--- config.mk ---
export PLATFORM = sky130hd
export DESIGN_NAME = dsbs_ctrl
export DESIGN_NICKNAME = d
export VERILOG_FILES = /design/src/rtl/core/directional_span_binary_search_assert.svh /design/src/rtl/core/dsbs_pkg.sv /design/src/rtl/core/dsbs_ctrl.sv
export SDC_FILE = /design/constraint.sdc
export NUM_CORES = 1
export LEC_CHECK = 0
export BUFFER_PORTS_ARGS = -buffer_cell sky130_fd_sc_hd__clkbuf_2
export CAP_MARGIN = 10
export CORE_AREA = 2 2 39 41
export DETAILED_ROUTE_END_ITERATION = 8
export DIE_AREA = 0 0 41 43
export PLACE_DENSITY = 0.5
export SYNTH_ARGS = -nofsm -noshare
export SYNTH_HDL_FRONTEND = slang
export SYNTH_SLANG_ARGS = --single-unit
export TNS_END_PERCENT = 50
--- constraint.sdc ---
create_clock -name clk -period 1.2 [get_ports clk]
set_input_delay 0.24 -clock clk [delete_from_list [all_inputs] [get_ports clk]]
set_output_delay 0.24 -clock clk [all_outputs]
set_load 0.05 [all_outputs]
--- src/rtl/core/directional_span_binary_search_assert.svh ---
// assertion macros for the span search block
`ifndef DIRECTIONAL_SPAN_BINARY_SEARCH_ASSERT_SVH
`define DIRECTIONAL_SPAN_BINARY_SEARCH_ASSERT_SVH
`ifndef NO_ASSERTIONS
`define DSBS_ASSERT_SAME(label, clk, rst_n, pre, post) \
	label: assert property (@(posedge clk) disable iff (!rst_n) (pre) |-> (post)) \
	else $error("span search assertion failed");
`define DSBS_ASSERT_NEXT(label, clk, rst_n, pre, post) \
	label: assert property (@(posedge clk) disable iff (!rst_n) (pre) |=> (post)) \
	else $error("span search assertion failed");
`else
`define DSBS_ASSERT_SAME(label, clk, rst_n, pre, post)
`define DSBS_ASSERT_NEXT(label, clk, rst_n, pre, post)
`endif
`endif

--- src/rtl/core/dsbs_pkg.sv ---
`timescale 1ns / 1ps
`default_nettype none
package dsbs_pkg;
	localparam int FRAMES = 6;
	localparam int INDEX_SLOTS = 4096;
	localparam int SPANS_PER_FRAME_DEF = 4096;

	localparam int OP_W = 1;
	localparam int FRAME_W = 3;
	localparam int IDX_W = 12;
	localparam int START_W = 32;
	localparam int LEN_W = 16;
	localparam int POS_W = 32;
	localparam int ENTRY_W = START_W + LEN_W;

	localparam logic [OP_W-1:0] OP_LOAD = 1'b0;
	localparam logic [OP_W-1:0] OP_QUERY = 1'b1;

	localparam logic [FRAME_W-1:0] FRAME_LIMIT = 3'd6;
	localparam logic [FRAME_W-1:0] FWD_LIMIT = 3'd3;

	typedef struct packed {
		logic load;
		logic start;
		logic probe_rd;
		logic probe_upd;
		logic final_rd;
		logic out_load;
	} cmd_t;

	typedef struct packed {
		logic empty;
		logic more;
		logic more_nxt;
		logic out_busy;
	} sts_t;
endpackage
`default_nettype wire

--- src/rtl/core/dsbs_ctrl.sv ---
`timescale 1ns / 1ps
`default_nettype none
module dsbs_ctrl (
	input  wire logic clk,
	input  wire logic arst_n,
	input  wire logic in_valid,
	input  wire logic [dsbs_pkg::OP_W-1:0] in_op,
	output logic in_ready,
	input  dsbs_pkg::sts_t sts,
	output dsbs_pkg::cmd_t cmd
);
	typedef enum logic [2:0] {
		ST_IDLE,
		ST_START,
		ST_PROBE_RD,
		ST_PROBE_CMP,
		ST_FINAL_RD,
		ST_FINAL_OUT
	} state_t;

	state_t state_q;
	logic fire;

	assign in_ready = (state_q == ST_IDLE);
	assign fire = in_valid && in_ready;

	always_comb begin
		cmd = '0;
		cmd.load = fire && (in_op == dsbs_pkg::OP_LOAD);
		cmd.start = fire && (in_op == dsbs_pkg::OP_QUERY);
		cmd.probe_rd = (state_q == ST_PROBE_RD);
		cmd.probe_upd = (state_q == ST_PROBE_CMP);
		cmd.final_rd = (state_q == ST_FINAL_RD);
		cmd.out_load = (state_q == ST_FINAL_OUT) && !sts.out_busy;
	end

	always_ff @(posedge clk or negedge arst_n) begin
		if (!arst_n) begin
			state_q <= ST_IDLE;
		end else begin
			unique case (state_q)
				ST_IDLE: begin
					if (fire && (in_op == dsbs_pkg::OP_QUERY)) state_q <= ST_START;
				end
				ST_START: begin
					if (sts.empty) state_q <= ST_FINAL_OUT;
					else if (sts.more) state_q <= ST_PROBE_RD;
					else state_q <= ST_FINAL_RD;
				end
				ST_PROBE_RD: begin
					state_q <= ST_PROBE_CMP;
				end
				ST_PROBE_CMP: begin
					if (sts.more_nxt) state_q <= ST_PROBE_RD;
					else state_q <= ST_FINAL_RD;
				end
				ST_FINAL_RD: begin
					state_q <= ST_FINAL_OUT;
				end
				ST_FINAL_OUT: begin
					if (!sts.out_busy) state_q <= ST_IDLE;
				end
				default: begin
					state_q <= ST_IDLE;
				end
			endcase
		end
	end
endmodule
`default_nettype wire

### After elaboration in Yosys (flattened, before gate mapping)

Index checks and enable logic that the tools add are counted.
W data, S select, Z words.

| operators by class | value |
|---|---|
| multiplexer cells | 6 |
| bitwise logic cells | 1 |
| reductions and logical operators | 7 |
| equality and inequality tests | 7 |

Operator list:

| operator | count |
|---|---|
| $pmux W3 S6 | 1 |
| $mux W3 | 5 |
| $eq A3 B2 Y1 const B | 2 |
| $eq A3 B3 Y1 const B | 2 |
| $logic_and A1 B1 Y1 | 4 |
| $eq A3 B1 Y1 const B | 1 |
| $logic_not A3 Y1 | 1 |
| $ne A2 B1 Y1 const B | 1 |
| $ne A2 B2 Y1 const B | 1 |
| $reduce_and A2 Y1 | 1 |
| $logic_not A1 Y1 | 1 |
| $not A1 Y1 | 1 |

| word-level totals | value |
|---|---|
| output and inout bits | 7 |
| input port bits | 8 |
| logic and storage cells | 22 |
| register bits | 3 |

### Longest topological paths before layout

| depth | value |
|---|---|
| depth after elaboration | 5 |
| depth in mapped cells | 4 |
| mapped depth without buffers | 3 |

### Worst setup path before layout

OpenSTA, ideal clock, no wires.

| timing | value |
|---|---|
| path type | register to output |
| start | reg state_q[0] |
| end | out cmd[5] (netlist bit) |
| required time | 0.960 ns |
| data arrival time | 2.449 ns |
| path buffers | 1 |
| setup slack | -1.489 ns |
| cell stages (with the launch flop) | 5 |
| path through | dfrtp_1 > buf_12 > nor3_1 > nand2_1 > nor2_1 |

RTL lines:

| element | RTL line | RTL |
|---|---|---|
| start: declaration | dsbs_ctrl.sv:21 | `state_t state_q;` |
| start signal: assignment | dsbs_ctrl.sv:39 | `state_q <= ST_IDLE;` |
| start signal: assignment | dsbs_ctrl.sv:43 | `if (fire && (in_op == dsbs_pkg::OP_QUERY)) state_q <= ST_START;` |
| start signal: assignment | dsbs_ctrl.sv:46 | `if (sts.empty) state_q <= ST_FINAL_OUT;` |
| end: declaration | dsbs_ctrl.sv:10 | `output dsbs_pkg::cmd_t cmd` |

==> qor.txt <==
status: complete, but fails checks
failing checks: negative setup slack
CP Max Fanout: 4
Critical Path RT: 960 ps
Syn Area/Cell: 8.02 µm²
Seq/Total Area, Yosys: 32.3%
Worst Max-Slew Pin Slew: 210 ps
Num CTS Buffers: 3
RSZ-0062 raised after global routing: yes
Pleak: 0.246 nW
Initial Utilization: 16.8%
registers with the most flip-flops: state_q: 3 flops
nets@finish: 65
Synth cell types: 15
DRT iter0 DRCs: 7
Power Density: 2640 nW/µm²
Worst Skew: 8.63 ps
final critical-path required period: 1510 ps
synthesized area: 233 µm²
critical-path cell list: nor3_4, and3_4, buf_8
Rows: 14
R2R Setup Slk: -250 ps
initial antenna violation count: 0
Reg clk slew, reported paths: 40 ps
CORE AREA: 1380 µm²
Crit path arrival time: 1270 ps
Tot Pwr: 0.00137 W
fin crit share: 125%
GRT Residual Overflow: 0
Area Overhead vs Synth: 123%
design area: 519 µm²
largest net degree at the start of global routing: 9
Root Driver: clkbuf_4
top cells by area, synth: dfrtp_1 (32%), nor2_1 (9.7%), buf_12 (8.6%)
Final Hold Fails: 0
max-cap violations: 0
ANT cells: 0
post-synth net total: 37
max reg flops: 3
Worst Setup Slack, final: -305 ps
vias in the first global route: 280
clock sinks: 3
total number of vias: 300
Crit. End Element: output pin
setup violators final: 9
crit-path max cell delay: 430 ps
Die Y: 43 µm
pre-CTS setup slack: -223 ps
final std cells w/o fill: 72
Ports: 15
DP HPWL: 476 µm
TritonRoute pass-1 iters: 2
Top reg by flops: state_q
DR DRC count: 0
Worst slew margin: 85.8%
slowest stage cell, crit path: dfrtp_2
CTS tree: done
Port Buf Inserts: 14
worst min path class: in -> async
Setup CP Type: reg -> out
fmax: 664 MHz
DIE AREA: 1760 µm²
FILL cells: 142
Final GP Congestion: 0.651
later-pin clock latency in the skew report: 240 ps
Avg WL per Cell: 9.33 µm
ratio of cells with drive above 1 in the final layout: 66.1%
Cells after Synth: 29
DP Area: 372 µm²
Via density: 4.17
Clock Tree Buf Depth: 2
Detail Route Antenna Nets: 0
gr usage total: 9.97%
first-pass GRT wire length: 1170 µm
critical path startpoint category: flop
Ys Warns: 0
Total Wirelength: 672 µm
leading area contributor after synthesis: dfrtp_1
dpl cells: 63
Peak VDD IR: 0.000775 V
share of the synthesized area in the top cell type: 32.3%
Pins Over Slew Limit: 0
#FFs+latches synth: 3
die width: 41 µm
H-Tree Level Count: 1
[power by group]
part           switching, W  total (W)  internal, W
registers         0.0000918   0.000249     0.000157
logic              0.000497   0.000943     0.000446
clock network     0.0000546   0.000179     0.000125
[final cells by class]
class | count | area, µm² | share of cell area [%]
repair buffers | 24 | 209 | 40.2
multi-input cells | 23 | 178 | 34.2
flip-flops and latches | 3 | 78.8 | 15.2
well taps | 16 | 20.0 | 3.86
inverters | 2 | 7.51 | 1.45
clock buffers | 4 | 26.3 | 5.06
[cell usage after synthesis (all sizes together)]
cell type and n:
nand2b 2, or2b 2, inv 2, nand2 2, dfrtp 3, a21oi 2
a311o 1, nor3 3, buf 1, or4 1, and3 2, nor4bb 1
nor2 7
[per-stage QoR]
| stage | utilization, % | setup TNS, ps | hold slack (ps) |
|---|---|---|---|
| after floorplan | - | -2420 | -55.6 |
| after global placement | 26.9 | -1440 | 45.4 |
| after detailed placement | 26.9 | -1450 | 43.9 |
| after CTS | 36.3 | -2370 | 335 |
| after global routing | 37.5 | -2770 | 353 |
| final | 37.5 | -2270 | 335 |
[kinds of logic after synthesis]
family	after synthesis	synth area share (%)
compound gates	3	8.60
buf+inv	3	11.8
flops	3	32.3
simple gates	20	47.3
[worst max-delay path, delay by kind of cell, from the launching register on]
kind	cells	cell delay, ps
flops	1	430
simple gates	2	470
buf+inv	1	140
[routing by layer]
metal / track usage [%] / routed length, µm / vias up
met5: 0 / 0 / -
met4: 8.00 / 0 / 0
met3: 3.14 / 19 / 0
met2: 13.8 / 364 / 7
met1: 12.0 / 288 / 139
li1: - / - / 154
[what timing repair did]
item                                    in CTS  in global routing
hold buffers                                 1                  0
resized for setup                           18                  8
setup buffers                                4                  0
endpoints found under the setup margin       9                 10
cloned                                       0                  0
hold endpoints to repair                     3                  0
pin swaps                                    0                  3
[worst paths after layout]
| path | start | to | depth (start not counted) |
|---|---|---|---|
| min | arst_n | state_q[0] | 2 |
| max reg2reg | state_q[2] | state_q[0] | 5 |
| max in group asynchronous | arst_n | state_q[1] | 2 |
| min in group clk | sts[2] | state_q[2] | 3 |
| min reg2reg | state_q[2] | state_q[1] | 3 |
| max | state_q[1] | cmd[4] | 3 |
[layout by cell type, fill, tap and decap left out, types with 2 or more instances in the layout]
master,count
buf_8,5
a21oi_1,2
clkbuf_4,4
buf_4,9
dfrtp_2,3
nand2b_1,2
nor2_1,4
nor3_4,2
inv_1,2
nor2_4,2
clkbuf_2,7
(Power assumes the default switching activity.)
